### config.mk
export PLATFORM = sky130hd
export DESIGN_NAME = line_pixel_generator
export DESIGN_NICKNAME = d
export VERILOG_FILES = /design/src/lpg_pkg.sv /design/src/line_pixel_generator.sv
export SDC_FILE = /design/constraint.sdc
export NUM_CORES = 1
export LEC_CHECK = 0
export ABC_AREA = 1
export ABC_CLOCK_PERIOD_IN_PS = 3090
export BUFFER_PORTS_ARGS = -buffer_cell sky130_fd_sc_hd__buf_2
export CAP_MARGIN = 20
export CORE_UTILIZATION = 44
export CTS_BUF_LIST = sky130_fd_sc_hd__clkbuf_4
export CTS_CLUSTER_SIZE = 20
export DETAILED_ROUTE_END_ITERATION = 16
export PLACE_DENSITY = 0.71
export REMOVE_ABC_BUFFERS = 1
export SLEW_MARGIN = 10
export SYNTH_ARGS = -nofsm -noshare
export SYNTH_HDL_FRONTEND = slang
export SYNTH_SLANG_ARGS = --single-unit
### constraint.sdc
create_clock -name clk -period 3.09 [get_ports clk]
set_clock_uncertainty 0.1 [all_clocks]
set_input_delay 0.1545 -clock clk [delete_from_list [all_inputs] [get_ports clk]]
set_output_delay 0.1545 -clock clk [all_outputs]
set_load 0.03 [all_outputs]
### src/lpg_pkg.sv
// shared constants, types and helpers for the line pixel generator
package lpg_pkg;

  // canvas side length and coordinate widths
  localparam int CANVAS_DIM = 64;
  localparam int COORD_W    = 6;
  localparam int CANVAS_W   = 7;
  localparam int CFG_IDX_W  = 2;

  // canvas register reset value
  localparam logic [CANVAS_W-1:0] CANVAS_RESET = CANVAS_W'(CANVAS_DIM);

  // configuration register indexes
  typedef enum logic [CFG_IDX_W-1:0] {
    REG_CANVAS_WIDTH  = 2'd0,
    REG_CANVAS_HEIGHT = 2'd1
  } reg_index_t;

  // quotient and remainder of i*span/n for one axis
  typedef struct packed {
    logic [COORD_W-1:0] quo;
    logic [COORD_W-1:0] rem;
  } frac_t;

  // saturate an incoming coordinate to the canvas
  function automatic logic [COORD_W-1:0] clamp_coord(input logic [COORD_W-1:0] v);
    logic [COORD_W-1:0] top;
    top = COORD_W'(CANVAS_DIM - 1);
    return (v > top) ? top : v;
  endfunction

  // advance i by one: add the span to the remainder, carry at most once into the quotient
  function automatic frac_t frac_step(input frac_t cur, input logic [COORD_W-1:0] span,
                                      input logic [COORD_W-1:0] n);
    logic [COORD_W:0] sum;
    frac_t            res;
    sum = {1'b0, cur.rem} + {1'b0, span};
    if (sum >= {1'b0, n}) begin
      res.rem = COORD_W'(sum - {1'b0, n});
      res.quo = cur.quo + COORD_W'(1);
    end else begin
      res.rem = COORD_W'(sum);
      res.quo = cur.quo;
    end
    return res;
  endfunction

endpackage

### src/line_pixel_generator.sv
// line pixel generator: steps a segment point by point with an incremental divider
//
// A segment is taken when start is high and busy is low. The block then finds the
// step count n (the larger of the x and y spans) in its setup state and emits the
// n+1 points back to back, one per cycle, each marked by point_valid for exactly
// one cycle; the receiver cannot stall, so it must take every point as it comes.
// Each point's offset is i*span/n truncated toward zero, kept as a running quotient
// and remainder per axis that is advanced by one add and compare each cycle.
// last_point marks the final point. busy stays high from the accepting edge until
// the edge after the last point. Canvas size writes on the cfg channel are always
// taken and belong in the idle time between segments.
module line_pixel_generator (
  input  logic                            clk,
  input  logic                            rst,
  input  logic                            start,
  output logic                            busy,
  input  logic [lpg_pkg::COORD_W-1:0]     start_x,
  input  logic [lpg_pkg::COORD_W-1:0]     start_y,
  input  logic [lpg_pkg::COORD_W-1:0]     end_x,
  input  logic [lpg_pkg::COORD_W-1:0]     end_y,
  input  logic                            cfg_valid,
  output logic                            cfg_ready,
  input  logic [lpg_pkg::CFG_IDX_W-1:0]   cfg_index,
  input  logic [lpg_pkg::CANVAS_W-1:0]    cfg_data,
  output logic                            point_valid,
  output logic [lpg_pkg::COORD_W-1:0]     point_x,
  output logic [lpg_pkg::COORD_W-1:0]     point_y,
  output logic                            inside_res,
  output logic                            last_point
);

  typedef enum logic [2:0] {
    ST_IDLE  = 3'b001,
    ST_SETUP = 3'b010,
    ST_EMIT  = 3'b100
  } state_t;

  state_t state;
  state_t state_next;

  logic [lpg_pkg::CANVAS_W-1:0] canvas_width;
  logic [lpg_pkg::CANVAS_W-1:0] canvas_height;

  // segment registers
  logic [lpg_pkg::COORD_W-1:0] x0;
  logic [lpg_pkg::COORD_W-1:0] y0;
  logic [lpg_pkg::COORD_W-1:0] x1;
  logic [lpg_pkg::COORD_W-1:0] y1;
  logic [lpg_pkg::COORD_W-1:0] adx;
  logic [lpg_pkg::COORD_W-1:0] ady;
  logic                        neg_x;
  logic                        neg_y;
  logic [lpg_pkg::COORD_W-1:0] steps;
  logic [lpg_pkg::COORD_W-1:0] idx;
  lpg_pkg::frac_t              fx;
  lpg_pkg::frac_t              fy;

  logic                        accept;
  logic [lpg_pkg::COORD_W-1:0] adx_next;
  logic [lpg_pkg::COORD_W-1:0] ady_next;
  logic                        at_last;
  lpg_pkg::frac_t              fx_next;
  lpg_pkg::frac_t              fy_next;

  assign accept    = start && (state == ST_IDLE);
  assign busy      = (state != ST_IDLE);
  assign cfg_ready = 1'b1;
  assign at_last   = (idx == steps);

  // configuration transfer
  always_ff @(posedge clk) begin
    if (rst) begin
      canvas_width  <= lpg_pkg::CANVAS_RESET;
      canvas_height <= lpg_pkg::CANVAS_RESET;
    end else if (cfg_valid && cfg_ready) begin
      unique case (cfg_index)
        lpg_pkg::REG_CANVAS_WIDTH:  canvas_width  <= cfg_data;
        lpg_pkg::REG_CANVAS_HEIGHT: canvas_height <= cfg_data;
        default: ;
      endcase
    end
  end

  // sequencer
  always_comb begin
    state_next = state;
    unique case (state)
      ST_IDLE:  if (start) state_next = ST_SETUP;
      ST_SETUP: state_next = ST_EMIT;
      ST_EMIT:  if (at_last) state_next = ST_IDLE;
      default:  state_next = ST_IDLE;
    endcase
  end

  always_ff @(posedge clk) begin
    if (rst) begin
      state <= ST_IDLE;
    end else begin
      state <= state_next;
    end
  end

  // spans and step count
  assign adx_next = (x1 >= x0) ? (x1 - x0) : (x0 - x1);
  assign ady_next = (y1 >= y0) ? (y1 - y0) : (y0 - y1);

  // per-point quotient update, one per axis
  assign fx_next = lpg_pkg::frac_step(fx, adx, steps);
  assign fy_next = lpg_pkg::frac_step(fy, ady, steps);

  // datapath registers
  always_ff @(posedge clk) begin
    if (accept) begin
      x0 <= lpg_pkg::clamp_coord(start_x);
      y0 <= lpg_pkg::clamp_coord(start_y);
      x1 <= lpg_pkg::clamp_coord(end_x);
      y1 <= lpg_pkg::clamp_coord(end_y);
    end
    if (state == ST_SETUP) begin
      adx   <= adx_next;
      ady   <= ady_next;
      neg_x <= (x1 < x0);
      neg_y <= (y1 < y0);
      steps <= (adx_next > ady_next) ? adx_next : ady_next;
      idx   <= '0;
      fx    <= '0;
      fy    <= '0;
    end else if (state == ST_EMIT && !at_last) begin
      idx <= idx + lpg_pkg::COORD_W'(1);
      fx  <= fx_next;
      fy  <= fy_next;
    end
  end

  // point outputs
  assign point_valid = (state == ST_EMIT);
  assign point_x     = neg_x ? (x0 - fx.quo) : (x0 + fx.quo);
  assign point_y     = neg_y ? (y0 - fy.quo) : (y0 + fy.quo);
  assign inside_res  = ({1'b0, point_x} < canvas_width) && ({1'b0, point_y} < canvas_height);
  assign last_point  = at_last;

  // checks
  a_strobe_busy: assert property (@(posedge clk) disable iff (rst)
    point_valid |-> busy)
    else $error("point strobe outside a segment");

  a_last_ends: assert property (@(posedge clk) disable iff (rst)
    point_valid && last_point |=> !busy)
    else $error("block still busy after last point");

  a_no_gap: assert property (@(posedge clk) disable iff (rst)
    point_valid && !last_point |=> point_valid)
    else $error("gap inside a segment's point run");

  a_setup_quiet: assert property (@(posedge clk) disable iff (rst)
    start && !busy |=> busy && !point_valid)
    else $error("point emitted in setup cycle");

endmodule

After elaboration in Yosys (flattened, before gate mapping)
Cells that the tools add are included.
{"block": "word_totals", "register_bits": 91, "latchBits": 0, "ramBits": 0, "romBits": 0, "inputBits": 37, "output_inout_bits": 17, "wordCells": 73, "n_memories": 0}
{"block": "classes", "addsub": 15, "multipliers": 0, "n_div": 0, "magnitude_cmp": 13, "n_eq_ne": 8, "shift": 0, "mux": 10, "bitwise": 0, "n_reduce_logical": 10}
{"cell": "subtractor 6 bit", "n": 8}
{"cell": "two-way mux 6 bit", "n": 7}
{"cell": "> comparator 6 bit (second input constant)", "n": 4}
{"cell": "adder 6 x 1 -> 6 bit (second input constant)", "n": 3}
{"cell": "adder 6 x 6 -> 7 bit", "n": 2}
{"cell": ">= comparator 7 x 6 -> 1 bit", "n": 2}
{"cell": "< comparator 6 x 7 -> 1 bit", "n": 2}
{"cell": "adder 6 bit", "n": 2}
{"cell": ">= comparator 6 bit", "n": 2}
{"cell": "< comparator 6 bit", "n": 2}
{"cell": "AND reduction 2 bit", "n": 5}
{"cell": "one-hot mux 3 bit (3 select lines)", "n": 1}
{"cell": "== test 6 bit", "n": 1}
{"cell": "> comparator 6 bit", "n": 1}
{"cell": "two-way mux 3 bit", "n": 2}
{"cell": "== test 3 x 1 -> 1 bit (second input constant)", "n": 1}
{"cell": "== test 3 x 2 -> 1 bit (second input constant)", "n": 1}
{"cell": "== test 3 bit (second input constant)", "n": 1}
{"cell": "logical AND 1 bit", "n": 3}
{"cell": "inequality test 3 x 1 -> 1 bit (second input constant)", "n": 1}
{"cell": "== test 2 x 1 -> 1 bit (second input constant)", "n": 1}
{"cell": "zero test 2 bit", "n": 1}
{"cell": "inequality test 2 x 1 -> 1 bit (second input constant)", "n": 1}
{"cell": "inequality test 2 bit (second input constant)", "n": 1}
{"cell": "zero test 1 bit", "n": 1}

Longest topological paths before layout
Gate-level depths: netlist of the first run.
{"block": "logic_depth", "word_depth": 4, "mapped_depth": 21}

Worst setup path before layout of the first run
Ideal clock, no wire load.
{"block": "synth_path", "path_kind": "flip-flop to output port", "startpoint": "reg fy[6] (netlist name)", "endpoint": "out inside_res", "arrival_ps": 3690, "required_time_ps": 2836, "setup_slack_ps": -855, "stages_incl_launch_ff": 19, "n_path_buf": 0, "cell_sequence": "dfxtp_1 > inv_1 > ha_1 > inv_1 > o21ai_0 > inv_1 > ha_1 > nand2_1 > o21ai_0 > nand2_1 > nand2_1 > a21oi_1 > xnor2_1 > ha_1 > inv_1 > nor2_1 > nand3_1 > a21oi_1 > nor3_1"}
{"block": "synth_between", "elab_chain_len": 4, "elab_cells_between_ends": 5}
{"item": "start: declaration", "line_no": "line_pixel_generator.sv:56", "rtl": "lpg_pkg::frac_t fy;"}
{"item": "start signal: assignment", "line_no": "line_pixel_generator.sv:131", "rtl": "fy <= fy_next;"}
{"item": "adder 6 bit / subtractor 6 bit (equally long branches)", "line_no": "line_pixel_generator.sv:138", "rtl": "assign point_y = neg_y ? (y0 - fy.quo) : (y0 + fy.quo);"}
{"item": "two-way mux 6 bit *", "line_no": "line_pixel_generator.sv:138"}
{"item": "via point_y, one bit", "line_no": "line_pixel_generator.sv:27", "rtl": "output logic [lpg_pkg::COORD_W-1:0] point_y,"}
{"item": "< comparator 6 x 7 -> 1 bit *", "line_no": "line_pixel_generator.sv:139", "rtl": "assign inside_res = ({1'b0, point_x} < canvas_width) && ({1'b0, point_y} < canvas_height);"}
{"item": "logical AND 1 bit *", "line_no": "line_pixel_generator.sv:139"}
{"item": "end: declaration", "line_no": "line_pixel_generator.sv:28", "rtl": "output logic inside_res,"}
Mark *: on every way through the listed nets, which the timed path passes. The rest lies on a longest branch.

Worst setup path after layout of the first run
{"block": "layout_path", "startpoint": "reg fx[6] (netlist name)", "endpoint": "out inside_res"}
{"block": "layout_between", "elab_chain_len": 4, "elab_cells_between_ends": 5}
{"item": "start: declaration", "line_no": "line_pixel_generator.sv:55", "rtl": "lpg_pkg::frac_t fx;"}
{"item": "start signal: assignment", "line_no": "line_pixel_generator.sv:130", "rtl": "fx <= fx_next;"}
{"item": "adder 6 bit / subtractor 6 bit (equally long branches)", "line_no": "line_pixel_generator.sv:137", "rtl": "assign point_x = neg_x ? (x0 - fx.quo) : (x0 + fx.quo);"}
{"item": "two-way mux 6 bit *", "line_no": "line_pixel_generator.sv:137"}
{"item": "< comparator 6 x 7 -> 1 bit *", "line_no": "line_pixel_generator.sv:139"}
{"item": "logical AND 1 bit *", "line_no": "line_pixel_generator.sv:139"}
Every way passes the cells marked *; elsewhere a longest branch is shown, timed or not.

==> flow_summary_export.csv, run 1 <==
group,metric,value,unit
timing,worst_slew_pin_slew,927,ps
timing,finalHoldViolations,0,
timing,finalMaxSlewViolations,0,
flow_run,drv_cap,0,
floorplan,die_area,16300,sq um
power,switching_power,0.00172,W
detailed_routing,drt_pre_antenna_iters,5,
final_layout,nets,1154,
floorplan,boundaryPins,54,
synth,synth_fa_ha_area_share,16.8,%
clock_tree,num_clock_sinks,91,
worst_setup_path,cp-startpoint,"fx[6]$_SDFFE_PN0P_",
final_layout,multi_input_area,4010,sq um
placement,port_buffers,52,
synth,post_synthesis_register_bit_count,91,
worst_setup_path,setup.worst_path.start_class,"flip-flop",
power,power-per-cell-area,514,nW/um^2
status,failed_checks,"negative setup slack",
grt,wire_length_of_the_first_global_routing_pass,25600,microns
synth,synth_area,6940,sq um
clock_tree,clk_pin_slew,170,ps
final_layout,regArea,2270,sq um
final_layout,syn2layout_area_growth,19.9,%
synth,synth-simple-area-share,24.4,%
clock_tree,h-tree-depth,3,
worst_setup_path,critical_path.cell_chain,"inv_2 -> ha_4 -> nor2_2 -> nor2_1 -> a22oi_1 -> ha_1 -> a21oi_2 -> nand2_1 -> nand2_1 -> nand2_1 -> a21oi_2 -> xnor2_2 -> ha_1 -> inv_2 -> nor2_1 -> nand4_1 -> o311ai_4 -> nor3_2 -> buf_4",
synth,postSynthAreaPerCell,7.48,sq um
worst_setup_path,worst_r2r_startpoint,"x1[3]$_SDFFCE_PN1P_",
timing,totalNegativeSetupSlack,-476,ps
synth,synth-xor-area-share,6.06,%
worst_setup_path,path_common_cell,"sky130_fd_sc_hd__nand2_1",
grt,grt_max_degree,48,
power,ir_drop,0.294,mV
detailed_routing,route.detailed.drc,0,
grt,grt.total_usage,19.7,%
detailed_routing,drt.antenna.violating_nets,0,
floorplan,rows,45,
detailed_routing,finalWirelength,15600,microns
synth,ys_warns,0,
final_layout,final_layout_size_suffix_gt1_share,16.7,%
timing,max-slew-margin-rel,38.1,%
worst_setup_path,crit_slowest_cell,"sky130_fd_sc_hd__dfxtp_2",
clock_tree,insertion_delay,480,ps
synth,synth_top_family_by_area,"simple AND/OR/NAND/NOR gates",
timing,fmax,0.280,GHz
worst_hold_path,min-delay-start,"cfg_index[0]",
power,p_int,0.00256,W
worst_setup_path,crit_fanout,3,
placement,dp_cells,1183,
timing,unrepaired_setup_endpoints_after_global_routing,"yes",
final_layout,fill_cells,1442,
clock_tree,tritoncts,"done",
power,share_seq_of_total_power,35.1,%
final_layout,final_cell_count_no_fill,1248,
worst_setup_path,critical_path.endpoint_type,"output pin",
synth,syn_inst,927,
worst_setup_path,critical-path-max-stage-delay,370,ps
power,clkPwrFrac,18.3,%
detailed_routing,vias,5999,
power,share_comb_of_total_power,46.5,%
timing,final_min_period_over_clock_period,115,%
worst_setup_path,worst_ep_arrival_time,3310,ps
synth,synth.lib_cells_used.distinct,39,
grt,grt_remaining_overflow,0,
worst_setup_path,rr_endpoint,"steps[2]$_DFFE_PN_",
timing,finalSetupViolations,1,
placement,dp_hpwl,11200,microns
worst_setup_path,criticalPathCategory,"flip-flop to output pin",
worst_setup_path,cp_data_required_time,2840,ps
grt,antenna_violations_before_repair,1,
placement,place.gp.congestion,0.886,
grt,number_of_global_route_vias_before_repair,5786,
worst_setup_path,worst_reg2reg_setup_slack,50,ps
timing,final_critical_path_setup_slack,-476,ps
floorplan,starting_density,45.3,%
worst_hold_path,holdPathStages,4,
worst_hold_path,hold_path_end,"canvas_width[1]$_SDFFE_PP0P_",
clock_tree,cts.path.max_buffers,2,
clock_tree,cts_made_buffers,9,
detailed_routing,detailedRoute.firstIterationViolations,338,
worst_setup_path,ff2ff_path_depth,18,
power,p_leak,4.13,nW
power,totalPowerFinal,0.00428,W
detailed_routing,routed_via_density,4.81,
synth,synth.mux.area_fraction,0,%
synth,synth_sequential_area_ratio,32.6,%
clock_tree,clockRootBuffer,"sky130_fd_sc_hd__clkbuf_4",
timing,final_period_minus_worst_setup_slack,3570,ps
synth,synth_compound_gate_area_share,8.26,%
floorplan,placeableCoreArea,15300,sq um
status,run_status,"finished with violations",
floorplan,floorplan.die.width,128,microns
floorplan,height_of_the_die,128,microns
detailed_routing,post_drt_wl_per_cell,12.5,microns
power,power.switching_fraction,40.2,%
worst_hold_path,min-delay-path-class,"primary input to flip-flop",
==> layout by cell type, fill, tap and decap left out, types with 39 or more instances in the layout <==
master,n
sky130_fd_sc_hd__nor2_1,51
sky130_fd_sc_hd__nand2_1,221
sky130_fd_sc_hd__inv_1,155
sky130_fd_sc_hd__edfxtp_1,44
sky130_fd_sc_hd__buf_4,43
sky130_fd_sc_hd__buf_2,49
sky130_fd_sc_hd__dlygate4sd3_1,39
sky130_fd_sc_hd__dfxtp_1,43
sky130_fd_sc_hd__a21oi_1,50
sky130_fd_sc_hd__nand3_1,73
sky130_fd_sc_hd__ha_1,71
==> synthesized netlist by cell type, drive strengths merged <==
| cell type | instances | share of area [%] |
|---|---|---|
| a21o | 4 | 0.43 |
| a21oi | 59 | 4.4 |
| a22oi | 2 | 0.22 |
| a31oi | 4 | 0.36 |
| buf | 13 | 1.3 |
| clkbuf | 28 | 1.5 |
| conb | 1 | 0.054 |
| dfxtp | 47 | 14 |
| edfxtp | 44 | 19 |
| fa | 10 | 2.9 |
| ha | 77 | 14 |
| inv | 166 | 9.0 |
| nand2 | 228 | 13 |
| nand3 | 76 | 5.7 |
| nand3b | 5 | 0.60 |
| nand4 | 5 | 0.45 |
| nor2 | 62 | 3.7 |
| nor3 | 11 | 0.96 |
| nor3b | 1 | 0.11 |
| o211ai | 3 | 0.32 |
| o21a | 1 | 0.11 |
| o21ai | 30 | 2.2 |
| o311ai | 1 | 0.13 |
| o31ai | 1 | 0.11 |
| xnor2 | 10 | 1.3 |
| xor2 | 38 | 4.8 |
==> how the worst max path moves through the flow <==
stage	endpoint	depth (start not counted)
global placement	inside_res	19
finish	inside_res	19
detailed placement	inside_res	19
CTS	inside_res	19
floorplan	inside_res	18
global route	inside_res	19
==> registers in the layout (all words and copies together), names as in the netlist <==
| name | cells |
|---|---|
| x0 | 6 |
| ady | 6 |
| y0 | 6 |
| idx | 6 |
| x1 | 6 |
| canvas_height | 7 |
| fy | 12 |
| state | 3 |
| neg_x | 1 |
| y1 | 6 |
| adx | 6 |
| fx | 12 |
| steps | 6 |
| canvas_width | 7 |
| neg_y | 1 |
==> power by group through the flow <==
stage | registers (W) | clock network, W | logic [W]
floorplan | 0.00151 | 0 | 0.00138
finish | 0.00150 | 0.000784 | 0.00199
detailed placement | 0.00152 | 0 | 0.00184
CTS | 0.00150 | 0.000804 | 0.00191
global placement | 0.00152 | 0 | 0.00181
global route | 0.00151 | 0.000849 | 0.00227
==> stage by stage <==
step	utilization (%)	hold slack (ps)	setup WS [ps]	instance area, sq um
2_1_floorplan	-	124	-855	6740
3_3_place_gp	49.1	231	-26.1	7520
3_5_place_dp	49.1	233	-81.5	7520
4_1_cts	53.2	53.9	-483	8140
5_1_grt	54.3	134	-721	8320
6_report	54.3	121	-476	8320
==> cell families after synthesis <==
family	Yosys count
flip-flops	91
XOR/XNOR	48
buffers and inverters	207
adder cells (fa/ha/maj)	87
AND/OR/NAND/NOR	388
AO/OA/AOI/OAI	105
other	1
==> worst max-delay path: cells and delay by family, from the launching register on <==
family | cells | cell delay, ps
compound gates | 4 | 630
simple gates | 8 | 650
flops | 1 | 370
fa+ha+maj | 3 | 730
buf+inv | 3 | 310
xor+xnor | 1 | 150
==> per-layer routing <==
layer	GRT usage, %	wire length (microns)	vias to the layer above
li1	-	-	3133
met1	24.5	7240	2694
met2	33.6	7320	141
met3	4.10	687	31
met4	7.49	355	0
met5	0	0	-
==> area by class of cell <==
type	instances	share of cell area, %
inverters	166	7.52
multi-input cells	629	48.2
diodes	2	0.0602
flip-flops and latches	91	27.3
well taps	211	3.17
repair buffers	133	11.8
clock inverters	7	1.20
clock buffers	9	0.812
==> repair_timing <==
item,in CTS,in global routing
buffers inserted,6,4
hold buffers,39,0
pin swaps,7,15
resized for setup,10,39
hold endpoints to repair,41,0
setup endpoints to repair,2,27
(Power assumes the default switching activity.)
==> inputs of run 2 (changes only) <==
- CTS_BUF_LIST: sky130_fd_sc_hd__clkbuf_4 -> sky130_fd_sc_hd__clkbuf_16
==> flow_summary_export.csv, run 2 (synthesis gave the netlist of run 1 again) <==
group,metric,value,unit
grt,antenna_violations_before_repair,0,
floorplan,height_of_the_die,128,microns
worst_setup_path,cp_data_required_time,2840,ps
timing,max-slew-margin-rel,37.8,%
placement,preCtsSetupSlack,-81.5,ps
clock_tree,insertion_delay,350,ps
grt,grt_util_met3,3.89,%
timing,final_period_minus_worst_setup_slack,3450,ps
clock_tree,num_clock_sinks,91,
final_layout,final_cell_mix,"sky130_fd_sc_hd__nand2_1 (217), sky130_fd_sc_hd__inv_1 (151), sky130_fd_sc_hd__nand3_1 (73)",
timing,finalMaxSlewViolations,0,
placement,place.gp.congestion,0.886,
timing,finalHoldViolations,0,
final_layout,layout_top_registers,"fx x12, fy x12",
grt,number_of_global_route_vias_before_repair,5686,
clock_tree,tritoncts,"done",
grt,global_route.usage.met1,24.3,%
final_layout,final_layout_size_suffix_gt1_share,18.2,%
status,failed_checks,"negative setup slack",
grt,grtUsageMet2,33.2,%
grt,grt_max_degree,48,
detailed_routing,routed_via_density,4.85,
timing,finalSetupViolations,1,
worst_hold_path,min-delay-path-class,"primary input to flip-flop",
detailed_routing,route.detailed.drc,0,
final_layout,syn2layout_area_growth,21.4,%
grt,wire_length_of_the_first_global_routing_pass,25300,microns
grt,grt.total_usage,19.4,%
floorplan,die_area,16300,sq um
timing,worst_slew_pin_slew,931,ps
timing,fin_worst_hold_slack,9.15,ps
clock_tree,cts_made_buffers,9,
worst_setup_path,crit_fanout,2,
timing,final_min_period_over_clock_period,112,%
detailed_routing,vias,5994,
timing,final_critical_path_setup_slack,-361,ps
status,run_status,"finished with violations",
detailed_routing,finalWirelength,15600,microns
power,ir_drop,0.427,mV
placement,dp_hpwl,11200,microns
detailed_routing,detailedRoute.firstIterationViolations,386,
worst_setup_path,criticalPathCategory,"flip-flop to output pin",
timing,unrepaired_setup_endpoints_after_global_routing,"yes",
clock_tree,cts.path.max_buffers,2,
clock_tree,h-tree-depth,3,
floorplan,rows,45,
worst_setup_path,crit_slowest_cell,"sky130_fd_sc_hd__fa_1",
flow_run,drv_cap,0,
final_layout,diodes,0,
worst_setup_path,critical-path-max-stage-delay,440,ps
timing,fmax,0.290,GHz
floorplan,placeableCoreArea,15300,sq um
worst_setup_path,worst_ep_arrival_time,3200,ps
clock_tree,clk_pin_slew,70,ps
detailed_routing,drt_pre_antenna_iters,5,
floorplan,starting_density,45.3,%
worst_setup_path,critical_path.endpoint_type,"output pin",
worst_setup_path,cp_num_buf_inv,3,
worst_setup_path,critical-path-top-delay-family,"adder cells",
detailed_routing,post_drt_wl_per_cell,12.6,microns
power,power-per-cell-area,564,nW/um^2
clock_tree,clockRootBuffer,"sky130_fd_sc_hd__clkbuf_16",
final_layout,most_common_cell_after_layout_fill_and_taps_aside,"sky130_fd_sc_hd__nand2_1",
power,p_leak,4.14,nW
floorplan,boundaryPins,54,
grt,grt_remaining_overflow,0,
worst_setup_path,critical_path.cell_chain,"inv_1 -> ha_2 -> o21ai_0 -> buf_4 -> fa_1 -> a21oi_1 -> o21ai_0 -> xor2_1 -> ha_1 -> a21oi_1 -> o311ai_4 -> nor3_2 -> buf_4",
grt,grt_most_used_layer,"met2",
final_layout,nets,1143,
detailed_routing,drt.antenna.violating_nets,0,
worst_setup_path,setup.worst_path.start_class,"flip-flop",
floorplan,floorplan.die.width,128,microns
placement,port_buffers,52,
==> run 2: layout make-up <==
cell class / count / area [sq um]
Timing Repair Buffer: 122 / 858
Sequential cell: 91 / 2260
Tap cell: 211 / 264
Multi-Input combinational cell: 629 / 4080
Inverter: 166 / 626
Clock buffer: 9 / 225
Clock inverter: 7 / 100
Fill cell: 1456 / 6900
==> run 2: worst paths after layout <==
kind	startpoint	end	slack, ps	depth (start not counted)
setup / recovery	fx[7]$_SDFFE_PN0P_	inside_res	-360	13
hold / removal	cfg_data[3]	canvas_width[3]$_SDFFE_PP0P_	9	3
setup reg to reg	x0[0]$_SDFFCE_PN1P_	steps[0]$_DFFE_PN_	110	19
hold reg to reg	canvas_width[5]$_SDFFE_PP0P_	canvas_width[5]$_SDFFE_PP0P_	370	2
==> run 2: per-stage QoR <==
step           total power, W  instances  util [%]  cell area, sq um  setup TNS [ps]
2_1_floorplan         0.00289        886         -              6740            -855
3_3_place_gp          0.00333       1183      49.1              7520           -26.1
3_5_place_dp          0.00337       1183      49.1              7520           -81.5
4_1_cts               0.00465       1232      53.6              8200            -297
5_1_grt               0.00509       1235      55.0              8420           -1150
6_report              0.00475       1235      55.0              8420            -361
==> run 2: repair_timing <==
action	in CTS	in global routing
pin swaps	7	13
hold endpoints to repair	31	0
resized for setup	13	47
hold buffers	28	0
buffers inserted	6	3
endpoints found under the setup margin	3	24
==> run 2: per-layer routing <==
layer | share of wire [%] | routed length, microns
met1 | 46 | 7200
met2 | 47 | 7330
met3 | 4.5 | 693
met4 | 2.2 | 335
met5 | 0 | 0
==> run 2: power by group <==
part	internal, W	total, W	leakage [nW]	switching (W)
registers	0.00142	0.00150	0.793	0.0000844
clock network	0.000716	0.00122	0.160	0.000500
logic	0.000811	0.00203	3.19	0.00121
==> run 2: worst min-delay path: stages <==
cell                      delay [ps]
sky130_fd_sc_hd__buf_2            80
sky130_fd_sc_hd__o21ai_0          80
sky130_fd_sc_hd__a21oi_1         110
